===== config.mk =====
export PLATFORM = sky130hd
export DESIGN_NAME = sliding_window_maximum_top_flat
export DESIGN_NICKNAME = d
export VERILOG_FILES = /design/src/hw/rtl/swm_pkg.sv /design/src/hw/rtl/swm_intf.sv /design/src/hw/rtl/sliding_window_maximum_top.sv /design/src/hw/rtl/swm_ram.sv /design/src/hw/rtl/swm_front.sv /design/src/hw/rtl/swm_back.sv /design/src/flat_wrapper.sv
export SDC_FILE = /design/constraint.sdc
export NUM_CORES = 2
export LEC_CHECK = 0
export ABC_CLOCK_PERIOD_IN_PS = 9530
export CAP_MARGIN = 10
export CORE_ASPECT_RATIO = 1.2
export CORE_UTILIZATION = 50
export DETAILED_ROUTE_END_ITERATION = 6
export DONT_BUFFER_PORTS = 1
export PLACE_DENSITY = 0.78
export SYNTH_ARGS = -nofsm -noshare
export SYNTH_HDL_FRONTEND = slang
export SYNTH_MEMORY_MAX_BITS = 65536
export SYNTH_SLANG_ARGS = --single-unit

===== constraint.sdc =====
create_clock -name clk_i -period 9.53 [get_ports clk_i]
set_clock_uncertainty 0.05 [all_clocks]
set_input_delay 1.906 -clock clk_i [delete_from_list [all_inputs] [get_ports clk_i]]
set_output_delay 1.906 -clock clk_i [all_outputs]
set_load 0.005 [all_outputs]

===== src/hw/rtl/swm_pkg.sv =====
// Package for the sliding window maximum block.
// Holds the configuration register width, its reset value and the back-end state type.
// No dependencies.
package swm_pkg;

  localparam int CFG_WIDTH = 7;
  localparam logic [CFG_WIDTH-1:0] WINDOW_SIZE_RESET = 7'd1;

  typedef enum logic [1:0] {
    ST_RUN,
    ST_FRONT_WAIT,
    ST_BACK_WAIT
  } back_state_e;

endpackage


===== src/hw/rtl/swm_intf.sv =====
// Valid/ready channel interfaces of the sliding window maximum block.
// Sample channel, result channel and configuration channel.
// Depends on swm_pkg.
interface swm_in_if #(
  parameter int SAMPLE_WIDTH = 32
);
  logic                           valid;
  logic                           ready;
  logic signed [SAMPLE_WIDTH-1:0] sample;
  logic                           first_of_stream;
  logic                           last_of_stream;

  modport source (output valid, sample, first_of_stream, last_of_stream, input ready);
  modport sink   (input valid, sample, first_of_stream, last_of_stream, output ready);
endinterface

interface swm_out_if #(
  parameter int SAMPLE_WIDTH = 32
);
  logic                           valid;
  logic                           ready;
  logic signed [SAMPLE_WIDTH-1:0] window_max;
  logic                           last_window;

  modport source (output valid, window_max, last_window, input ready);
  modport sink   (input valid, window_max, last_window, output ready);
endinterface

interface swm_cfg_if;
  logic                           valid;
  logic                           ready;
  logic [swm_pkg::CFG_WIDTH-1:0]  window_size;

  modport source (output valid, window_size, input ready);
  modport sink   (input valid, window_size, output ready);
endinterface


===== src/hw/rtl/sliding_window_maximum_top.sv =====
// Sliding window maximum, top level.
//
// Channels: in_i takes one signed sample per beat with first_of_stream and
// last_of_stream flags; out_o gives window_max and last_window; cfg_i writes
// window_size, which is always ready and should only be written while idle.
// A first_of_stream beat empties the deque and restarts the stream count.
// A result is given for each sample once window_size samples of the stream,
// clamped to 1..WINDOW_MAX, have arrived; a shorter stream gives no result.
// An accepted beat reaches its result through the queue and the result register.
// The back end appends a sample without removals when the result register is
// free; each deque entry removed from the front or the back adds a wait state,
// ST_FRONT_WAIT or ST_BACK_WAIT, for the registered read of the deque RAMs.
// A two-entry queue decouples the input from the back end.
// After reset the deque is empty, the stream count is zero and window_size
// is one. While the receiver stalls, the result register holds its beat and
// the back end appends no sample; the queue keeps taking beats until full.
module sliding_window_maximum_top #(
  parameter int WINDOW_MAX   = 64,
  parameter int SAMPLE_WIDTH = 32
) (
  input  logic        clk_i,
  input  logic        rst_ni,
  swm_in_if.sink      in_i,
  swm_out_if.source   out_o,
  swm_cfg_if.sink     cfg_i
);
  import swm_pkg::*;

  logic [CFG_WIDTH-1:0] window_size_q;

  assign cfg_i.ready = 1'b1;

  always_ff @(posedge clk_i or negedge rst_ni) begin
    if (!rst_ni) begin
      window_size_q <= WINDOW_SIZE_RESET;
    end else if (cfg_i.valid && cfg_i.ready) begin
      window_size_q <= cfg_i.window_size;
    end
  end

  swm_in_if #(.SAMPLE_WIDTH(SAMPLE_WIDTH)) q_if ();

  swm_front #(
    .SAMPLE_WIDTH (SAMPLE_WIDTH)
  ) u_front (
    .clk_i  (clk_i),
    .rst_ni (rst_ni),
    .in_i   (in_i),
    .q_o    (q_if)
  );

  swm_back #(
    .WINDOW_MAX   (WINDOW_MAX),
    .SAMPLE_WIDTH (SAMPLE_WIDTH)
  ) u_back (
    .clk_i         (clk_i),
    .rst_ni        (rst_ni),
    .window_size_i (window_size_q),
    .q_i           (q_if),
    .out_o         (out_o)
  );
endmodule


===== src/hw/rtl/swm_ram.sv =====
// Generic single write port, single read port RAM with registered read data.
// No dependencies.
module swm_ram #(
  parameter int WIDTH = 32,
  parameter int DEPTH = 64
) (
  input  logic                                 clk_i,
  input  logic                                 we_i,
  input  logic [(DEPTH > 1 ? $clog2(DEPTH) : 1)-1:0] waddr_i,
  input  logic [WIDTH-1:0]                     wdata_i,
  input  logic [(DEPTH > 1 ? $clog2(DEPTH) : 1)-1:0] raddr_i,
  output logic [WIDTH-1:0]                     rdata_o
);
  logic [WIDTH-1:0] mem_q [DEPTH];
  logic [WIDTH-1:0] rdata_q;

  always_ff @(posedge clk_i) begin
    if (we_i) begin
      mem_q[waddr_i] <= wdata_i;
    end
    rdata_q <= mem_q[raddr_i];
  end

  assign rdata_o = rdata_q;
endmodule


===== src/hw/rtl/swm_front.sv =====
// Front end: accepts sample beats and holds them in a two-entry queue for the back end.
// Depends on swm_intf.
module swm_front #(
  parameter int SAMPLE_WIDTH = 32
) (
  input  logic         clk_i,
  input  logic         rst_ni,
  swm_in_if.sink       in_i,
  swm_in_if.source     q_o
);
  logic signed [SAMPLE_WIDTH-1:0] sample_q [2];
  logic                           first_q  [2];
  logic                           last_q   [2];
  logic                           wr_ptr_q, wr_ptr_d;
  logic                           rd_ptr_q, rd_ptr_d;
  logic [1:0]                     fill_q, fill_d;
  logic                           push, pop;

  assign in_i.ready = (fill_q != 2'd2);
  assign push       = in_i.valid && in_i.ready;
  assign pop        = q_o.valid && q_o.ready;

  assign q_o.valid           = (fill_q != 2'd0);
  assign q_o.sample          = sample_q[rd_ptr_q];
  assign q_o.first_of_stream = first_q[rd_ptr_q];
  assign q_o.last_of_stream  = last_q[rd_ptr_q];

  always_comb begin
    wr_ptr_d = push ? ~wr_ptr_q : wr_ptr_q;
    rd_ptr_d = pop ? ~rd_ptr_q : rd_ptr_q;
    fill_d   = fill_q;
    if (push && !pop) begin
      fill_d = fill_q + 2'd1;
    end else if (pop && !push) begin
      fill_d = fill_q - 2'd1;
    end
  end

  always_ff @(posedge clk_i or negedge rst_ni) begin
    if (!rst_ni) begin
      wr_ptr_q <= 1'b0;
      rd_ptr_q <= 1'b0;
      fill_q   <= 2'd0;
    end else begin
      wr_ptr_q <= wr_ptr_d;
      rd_ptr_q <= rd_ptr_d;
      fill_q   <= fill_d;
    end
  end

  always_ff @(posedge clk_i) begin
    if (push) begin
      sample_q[wr_ptr_q] <= in_i.sample;
      first_q[wr_ptr_q]  <= in_i.first_of_stream;
      last_q[wr_ptr_q]   <= in_i.last_of_stream;
    end
  end
endmodule


===== src/hw/rtl/swm_back.sv =====
// Back end: runs the monotonic deque over the queued samples and drives the result register.
// Depends on swm_pkg, swm_intf and swm_ram.
module swm_back #(
  parameter int WINDOW_MAX   = 64,
  parameter int SAMPLE_WIDTH = 32
) (
  input  logic                          clk_i,
  input  logic                          rst_ni,
  input  logic [swm_pkg::CFG_WIDTH-1:0] window_size_i,
  swm_in_if.sink                        q_i,
  swm_out_if.source                     out_o
);
  import swm_pkg::*;

  localparam int AW      = (WINDOW_MAX > 1) ? $clog2(WINDOW_MAX) : 1;
  localparam int CW      = $clog2(WINDOW_MAX + 1);
  localparam int POS_MOD = 2 * WINDOW_MAX;
  localparam int PW      = $clog2(POS_MOD);
  localparam logic [PW:0]   AGE_MOD  = (PW + 1)'(POS_MOD);
  localparam logic [AW-1:0] RING_END = AW'(WINDOW_MAX - 1);
  localparam logic [PW-1:0] POS_END  = PW'(POS_MOD - 1);

  function automatic logic [AW-1:0] ring_next(input logic [AW-1:0] i);
    return (i == RING_END) ? '0 : i + 1'b1;
  endfunction

  function automatic logic [AW-1:0] ring_prev(input logic [AW-1:0] i);
    return (i == '0) ? RING_END : i - 1'b1;
  endfunction

  back_state_e state_q, state_d;

  logic [AW-1:0] head_q, head_d, tail_q, tail_d;
  logic [CW-1:0] count_q, count_d, seen_q, seen_d;
  logic [PW-1:0] pos_q, pos_d;
  logic          out_valid_q, out_valid_d;

  logic signed [SAMPLE_WIDTH-1:0] front_val_q, front_val_d;
  logic [PW-1:0]                  front_pos_q, front_pos_d;
  logic signed [SAMPLE_WIDTH-1:0] back_val_q, back_val_d;
  logic signed [SAMPLE_WIDTH-1:0] out_max_q, out_max_d;
  logic                           out_last_q, out_last_d;

  logic [AW-1:0] head_e, tail_e;
  logic [CW-1:0] count_e, seen_e, seen_inc, k;
  logic [PW-1:0] pos_e;
  logic [PW:0]   age;
  logic          out_free, do_drop, do_pop, do_push, give_result;

  logic                           ram_we;
  logic [AW-1:0]                  ram_waddr, raddr_a, raddr_b;
  logic [SAMPLE_WIDTH+PW-1:0]     rdata_a;
  logic [SAMPLE_WIDTH-1:0]        rdata_b;

  // A first beat starts from an empty deque and zeroed counters.
  assign head_e  = q_i.first_of_stream ? '0 : head_q;
  assign tail_e  = q_i.first_of_stream ? '0 : tail_q;
  assign count_e = q_i.first_of_stream ? '0 : count_q;
  assign seen_e  = q_i.first_of_stream ? '0 : seen_q;
  assign pos_e   = q_i.first_of_stream ? '0 : pos_q;

  always_comb begin
    if (window_size_i == '0) begin
      k = CW'(1);
    end else if (32'(window_size_i) > 32'(WINDOW_MAX)) begin
      k = CW'(WINDOW_MAX);
    end else begin
      k = CW'(window_size_i);
    end
  end

  always_comb begin
    if (pos_e >= front_pos_q) begin
      age = {1'b0, pos_e} - {1'b0, front_pos_q};
    end else begin
      age = AGE_MOD + {1'b0, pos_e} - {1'b0, front_pos_q};
    end
  end

  assign seen_inc    = (32'(seen_e) < 32'(WINDOW_MAX)) ? seen_e + 1'b1 : seen_e;
  assign give_result = (32'(seen_inc) >= 32'(k));
  assign out_free    = !out_valid_q || out_o.ready;

  assign do_drop = (state_q == ST_RUN) && q_i.valid && (count_e != '0)
                   && (32'(age) >= 32'(k));
  assign do_pop  = (state_q == ST_RUN) && q_i.valid && !do_drop && (count_e != '0)
                   && (back_val_q < q_i.sample);
  assign do_push = (state_q == ST_RUN) && q_i.valid && !do_drop && !do_pop && out_free;

  assign q_i.ready = do_push;

  always_comb begin
    state_d = state_q;
    unique case (state_q)
      ST_RUN: begin
        if (do_drop) begin
          state_d = ST_FRONT_WAIT;
        end else if (do_pop) begin
          state_d = ST_BACK_WAIT;
        end
      end
      ST_FRONT_WAIT: state_d = ST_RUN;
      ST_BACK_WAIT:  state_d = ST_RUN;
      default:       state_d = ST_RUN;
    endcase
  end

  always_comb begin
    head_d      = head_q;
    tail_d      = tail_q;
    count_d     = count_q;
    seen_d      = seen_q;
    pos_d       = pos_q;
    front_val_d = front_val_q;
    front_pos_d = front_pos_q;
    back_val_d  = back_val_q;
    out_valid_d = out_valid_q && !out_o.ready;
    out_max_d   = out_max_q;
    out_last_d  = out_last_q;
    ram_we      = 1'b0;
    ram_waddr   = tail_e;
    raddr_a     = ring_next(head_e);
    raddr_b     = ring_prev(ring_prev(tail_e));
    unique case (state_q)
      ST_RUN: begin
        if (do_drop) begin
          head_d  = ring_next(head_e);
          count_d = count_e - 1'b1;
        end else if (do_pop) begin
          tail_d  = ring_prev(tail_e);
          count_d = count_e - 1'b1;
        end else if (do_push) begin
          ram_we     = 1'b1;
          head_d     = head_e;
          tail_d     = ring_next(tail_e);
          count_d    = count_e + 1'b1;
          seen_d     = seen_inc;
          pos_d      = (pos_e == POS_END) ? '0 : pos_e + 1'b1;
          back_val_d = q_i.sample;
          if (count_e == '0) begin
            front_val_d = q_i.sample;
            front_pos_d = pos_e;
          end
          if (give_result) begin
            out_valid_d = 1'b1;
            out_max_d   = (count_e == '0) ? q_i.sample : front_val_q;
            out_last_d  = q_i.last_of_stream;
          end
        end
      end
      ST_FRONT_WAIT: begin
        front_val_d = rdata_a[SAMPLE_WIDTH+PW-1:PW];
        front_pos_d = rdata_a[PW-1:0];
      end
      ST_BACK_WAIT: begin
        back_val_d = rdata_b;
      end
      default: begin
        out_valid_d = out_valid_q;
      end
    endcase
  end

  always_ff @(posedge clk_i or negedge rst_ni) begin
    if (!rst_ni) begin
      state_q     <= ST_RUN;
      head_q      <= '0;
      tail_q      <= '0;
      count_q     <= '0;
      seen_q      <= '0;
      pos_q       <= '0;
      out_valid_q <= 1'b0;
    end else begin
      state_q     <= state_d;
      head_q      <= head_d;
      tail_q      <= tail_d;
      count_q     <= count_d;
      seen_q      <= seen_d;
      pos_q       <= pos_d;
      out_valid_q <= out_valid_d;
    end
  end

  always_ff @(posedge clk_i) begin
    front_val_q <= front_val_d;
    front_pos_q <= front_pos_d;
    back_val_q  <= back_val_d;
    out_max_q   <= out_max_d;
    out_last_q  <= out_last_d;
  end

  // Copy A serves front reloads with positions, copy B serves back reloads.
  swm_ram #(
    .WIDTH (SAMPLE_WIDTH + PW),
    .DEPTH (WINDOW_MAX)
  ) u_ram_front (
    .clk_i   (clk_i),
    .we_i    (ram_we),
    .waddr_i (ram_waddr),
    .wdata_i ({q_i.sample, pos_e}),
    .raddr_i (raddr_a),
    .rdata_o (rdata_a)
  );

  swm_ram #(
    .WIDTH (SAMPLE_WIDTH),
    .DEPTH (WINDOW_MAX)
  ) u_ram_back (
    .clk_i   (clk_i),
    .we_i    (ram_we),
    .waddr_i (ram_waddr),
    .wdata_i (q_i.sample),
    .raddr_i (raddr_b),
    .rdata_o (rdata_b)
  );

  assign out_o.valid       = out_valid_q;
  assign out_o.window_max  = out_max_q;
  assign out_o.last_window = out_last_q;

  logic [31:0] ring_sum;
  logic [31:0] ring_tail;
  assign ring_sum  = 32'(head_q) + 32'(count_q);
  assign ring_tail = (ring_sum >= 32'(WINDOW_MAX)) ? ring_sum - 32'(WINDOW_MAX) : ring_sum;

  assert property (@(posedge clk_i) disable iff (!rst_ni)
    32'(count_q) <= 32'(WINDOW_MAX))
    else $error("Deque holds more entries than the ring can store.");

  assert property (@(posedge clk_i) disable iff (!rst_ni)
    ring_tail == 32'(tail_q))
    else $error("Deque head, tail and count disagree.");

  assert property (@(posedge clk_i) disable iff (!rst_ni)
    state_q != ST_RUN |=> state_q == ST_RUN)
    else $error("A RAM reload took more than one cycle.");

  assert property (@(posedge clk_i) disable iff (!rst_ni)
    q_i.valid && q_i.ready |=> count_q != '0)
    else $error("Deque is empty right after a sample was appended.");
endmodule

===== src/flat_wrapper.sv =====
// flat-port wrapper written by rule: the top's interface ports become plain ports
module sliding_window_maximum_top_flat import swm_pkg::*;
#(
  parameter int WINDOW_MAX   = 64,
  parameter int SAMPLE_WIDTH = 32
)
  (clk_i, rst_ni, in_i_valid, in_i_sample, in_i_first_of_stream, in_i_last_of_stream, in_i_ready, out_o_valid, out_o_window_max, out_o_last_window, out_o_ready, cfg_i_valid, cfg_i_window_size, cfg_i_ready);
  swm_in_if #(.SAMPLE_WIDTH(SAMPLE_WIDTH)) in_i_i ();
  swm_out_if #(.SAMPLE_WIDTH(SAMPLE_WIDTH)) out_o_i ();
  swm_cfg_if cfg_i_i ();
  input  logic clk_i;
  input  logic rst_ni;
  input wire logic [$bits(in_i_i.valid)-1:0] in_i_valid;
  input wire logic [$bits(in_i_i.sample)-1:0] in_i_sample;
  input wire logic [$bits(in_i_i.first_of_stream)-1:0] in_i_first_of_stream;
  input wire logic [$bits(in_i_i.last_of_stream)-1:0] in_i_last_of_stream;
  output wire logic [$bits(in_i_i.ready)-1:0] in_i_ready;
  output wire logic [$bits(out_o_i.valid)-1:0] out_o_valid;
  output wire logic [$bits(out_o_i.window_max)-1:0] out_o_window_max;
  output wire logic [$bits(out_o_i.last_window)-1:0] out_o_last_window;
  input wire logic [$bits(out_o_i.ready)-1:0] out_o_ready;
  input wire logic [$bits(cfg_i_i.valid)-1:0] cfg_i_valid;
  input wire logic [$bits(cfg_i_i.window_size)-1:0] cfg_i_window_size;
  output wire logic [$bits(cfg_i_i.ready)-1:0] cfg_i_ready;
  assign in_i_i.valid = in_i_valid;
  assign in_i_i.sample = in_i_sample;
  assign in_i_i.first_of_stream = in_i_first_of_stream;
  assign in_i_i.last_of_stream = in_i_last_of_stream;
  assign in_i_ready = in_i_i.ready;
  assign out_o_valid = out_o_i.valid;
  assign out_o_window_max = out_o_i.window_max;
  assign out_o_last_window = out_o_i.last_window;
  assign out_o_i.ready = out_o_ready;
  assign cfg_i_i.valid = cfg_i_valid;
  assign cfg_i_i.window_size = cfg_i_window_size;
  assign cfg_i_ready = cfg_i_i.ready;
  sliding_window_maximum_top #(.WINDOW_MAX(WINDOW_MAX), .SAMPLE_WIDTH(SAMPLE_WIDTH)) u_core (.clk_i(clk_i), .rst_ni(rst_ni), .in_i(in_i_i), .out_o(out_o_i), .cfg_i(cfg_i_i));
endmodule

==> metrics.md <==
| Metric | Value |
|---|---|
| Antenna violations before repair | `38` |
| Violation count after the first detailed-routing iteration | `16300` |
| Average size of a mapped cell | `14.1 um2` |
| Peak VDD IR | `738 uV` |
| IO Port Bufs | `0` |
| Crit path kind | `reg2reg` |
| Least-Margin Pin Slew | `1490 ps` |
| Slowest-stage cell, CP | `and2_2` |
| Worst R2R Path Depth | `14` |
| Top_reg_cell synth | `edfxtp_1` |
| RSZ-0062 raised after global routing | `false` |
| Peak Freq | `132 MHz` |
| CP Launch Type | `register` |
| Clk Latency, worst-skew pair | `890 ps` |
| Max capacitance violation total | `1` |
| PwrDens | `375 mW/mm2` |
| Nature of the critical path endpoint | `register` |
| Post-synth EDFFs | `2668` |
| NumNets Final | `8960` |
| DRT antenna net count | `0` |
| Largest net degree at the start of global routing | `186` |
| Reg clk slew, reported paths | `70 ps` |
| Hold_buf cts | `0` |
| Clock net sink count | `2786` |
| Most frequent cells in the layout | `edfxtp_1, nand2_1, nand3_1` |
| Synth cell types | `91` |
| Async SR Flop Fraction | `1.69%` |
| WP depth | `14` |
| Cts bufs inserted | `269` |
| CP Buf/Inv Count | `2` |
| Io pins | `82` |
| Violated checks | `design-rule violations, max-capacitance violations, max-slew violations` |
| Worst hold path type | `reg2reg` |
| Setup ws final | `1970 ps` |
| First-pass GRT wire length | `580000 um` |
| Core ar. | `0.252 mm2` |
| Family with the most delay on the worst path | `simple AND/OR/NAND/NOR gates` |
| Hold-critical path depth | `1` |
| Delay of the slowest critical-path stage | `1030 ps` |
| Post-Syn Area | `0.127 mm2` |
| Syn Nets | `9129` |
| CTS root buf | `clkbuf_16` |
| Arr. time, crit path | `8010 ps` |
| Routed WL | `406000 um` |
| Gr usage total | `31.3%` |
| Dpl hpwl | `237000 um` |
| Setup WS pre-CTS | `2280 ps` |
| Setup TNS | `0 ps` |
| Yosys warns | `0` |
| #FFs+latches synth | `2786` |
| Commonest non-fill, non-tap cell in the layout | `edfxtp_1` |
| Number of vias per cell | `7.00` |
| Lkg Pwr | `47.8 nW` |
| Share of layout cells above drive strength 1 | `18.0%` |
| DIE AREA | `0.256 mm2` |
| Cell Chain, Critical Path | `mux2i_4, buf_4, and2_2, ha_1, xnor2_1, ha_1, a21oi_1, o21ai_0, a21oi_1, o211ai_4, a21oi_4, nand4_1, nor2_4, buf_4` |
| GP Congestion | `0.958` |
| Post-Synthesis Cells | `9017` |
| CTS max path bufs | `4` |
| Final period utilization | `79.4%` |
| H-tree depth | `5` |
| Vias | `87200` |
| Final setup violating endpoints | `0` |
| Chip width | `462 um` |
| Drc violations | `4` |
| Max-slew violation count | `1` |
| Starting Density | `50.3%` |
| Tmin final | `7560 ps` |
| Sequential share of the synthesized area | `65.1%` |
| Drt wl/cell | `32.6 um` |
| Resize count post-CTS | `0` |
| Number of cell rows | `202` |
| CTS tree | `yes` |
| Setup bufs post-CTS | `0` |
| Router iterations before antenna repair | `7` |
| Run status | `finished, violations left` |
| Die boundary height | `554 um` |
| P&R area growth vs syn | `10.2%` |
| Largest fanout on the critical path | `66` |
| Fillers | `18700` |
| Final Hold Fails | `0` |
| CP required | `9980 ps` |
| Grt ovf | `0` |
| Slew HR | `-0.375%` |
| Vias in the first global route | `84800` |
[sequential cells by signal (all words and copies together) (netlist names)]
name / count
u_core.window_size_q: 7
u_core.u_back.front_pos_q: 7
u_core.u_back.u_ram_back.mem_q: 1984
u_core.u_back.state_q: 2
u_core.u_back.tail_q: 6
u_core.u_front.last_q: 2
u_core.u_back.u_ram_front.rdata_o: 39
u_core.u_back.u_ram_front.mem_q: 512
u_core.u_back.seen_q: 7
u_core.u_back.u_ram_back.rdata_o: 32
u_core.u_back.count_q: 7
u_core.u_back.head_q: 6
u_core.u_front.rd_ptr_q: 1
u_core.u_front.first_q: 2
u_core.u_back.front_val_q: 32
u_core.u_back.pos_q: 7
u_core.u_front.fill_q: 2
u_core.u_back.out_o.last_window: 1
u_core.u_back.back_val_q: 32
u_core.u_back.out_o.valid: 1
u_core.u_front.sample_q: 64
u_core.u_back.out_o.window_max: 32
u_core.u_front.wr_ptr_q: 1
[final cells by class]
class                   instances  area, um2  area share [%]
multi-input cells            5494      42000            30.0
repair buffers                234       2110            1.51
inverters                      63        236           0.169
flip-flops and latches       2786      82700            59.1
well taps                    3366       4210            3.01
clock buffers                 332       7170            5.12
diodes                         44        110          0.0787
clock inverters               140       1380           0.987
[path summary, 6_finish.rpt]
| path | start | end | slack (ps) |
|---|---|---|---|
| max | u_core.u_front.rd_ptr_q | u_core.u_back.u_ram_back.mem_q[39][27] | 1970 |
| min | u_core.u_back.pos_q[4] | u_core.u_back.pos_q[4] | 440 |
| max reg2reg | u_core.u_front.rd_ptr_q | u_core.u_back.u_ram_back.mem_q[39][27] | 1970 |
| min reg2reg | u_core.u_back.pos_q[4] | u_core.u_back.pos_q[4] | 440 |
| max in group asynchronous | rst_ni | u_core.window_size_q[0] | 8460 |
| min in group asynchronous | rst_ni | u_core.u_back.tail_q[5] | 700 |
[cell usage after synthesis, drive strengths merged, types with 66 or more instances]
library cell | n | area (um2)
a221oi | 66 | 596
a31oi | 146 | 913
and3 | 245 | 1530
buf | 218 | 1070
clkbuf | 456 | 1710
dfxtp | 71 | 1420
edfxtp | 2668 | 80100
mux2 | 83 | 938
mux4 | 780 | 17600
nand2 | 2469 | 9270
nand3 | 862 | 4310
nor2 | 88 | 340
o211ai | 135 | 1030
o21ai | 144 | 736
[through the flow]
| step | cells | utilization [%] | total power, W | hold WS, ps | cell area (um2) |
|---|---|---|---|---|---|
| after floorplan | 9017 | - | 0.0318 | 394 | 127000 |
| after global placement | 11900 | 51.9 | 0.0401 | 415 | 131000 |
| after detailed placement | 11900 | 52.0 | 0.0407 | 426 | 131000 |
| after CTS | 12400 | 55.4 | 0.0513 | 439 | 140000 |
| after global routing | 12400 | 55.4 | 0.0538 | 457 | 140000 |
| final | 12500 | 55.4 | 0.0524 | 442 | 140000 |
[cells by family after synthesis]
kind of cell               after synthesis  share of synthesized area (%)
muxes                                  899                           14.9
buffers and inverters                  737                           2.38
adders and majority gates               66                          0.656
and+or+nand+nor                       3794                           12.8
xor gates and xnor gates                22                          0.163
other                                    1                        0.00295
DFF                                   2786                           65.1
AOI/OAI and AO/OA                      712                           3.97
[routing by layer]
layer / part of all wire (%) / GRT usage [%] / wire (um) / vias to the layer above
met5: 0.033 / 0 / 134 / -
met4: 8.7 / 22.8 / 35400 / 20
met3: 15 / 9.53 / 59800 / 1825
met2: 45 / 47.3 / 183000 / 8362
met1: 32 / 38.0 / 128000 / 42700
li1: - / - / - / 34300
[report_power, final]
group | total [W] | leakage (nW) | switching (W) | internal [W]
clock | 0.0107 | 4.17 | 0.00468 | 0.00605
combinational | 0.0255 | 18.1 | 0.0177 | 0.00780
sequential | 0.0162 | 25.5 | 0.000523 | 0.0157
total | 0.0524 | 47.8 | 0.0229 | 0.0296
(Power assumes the default switching activity.)
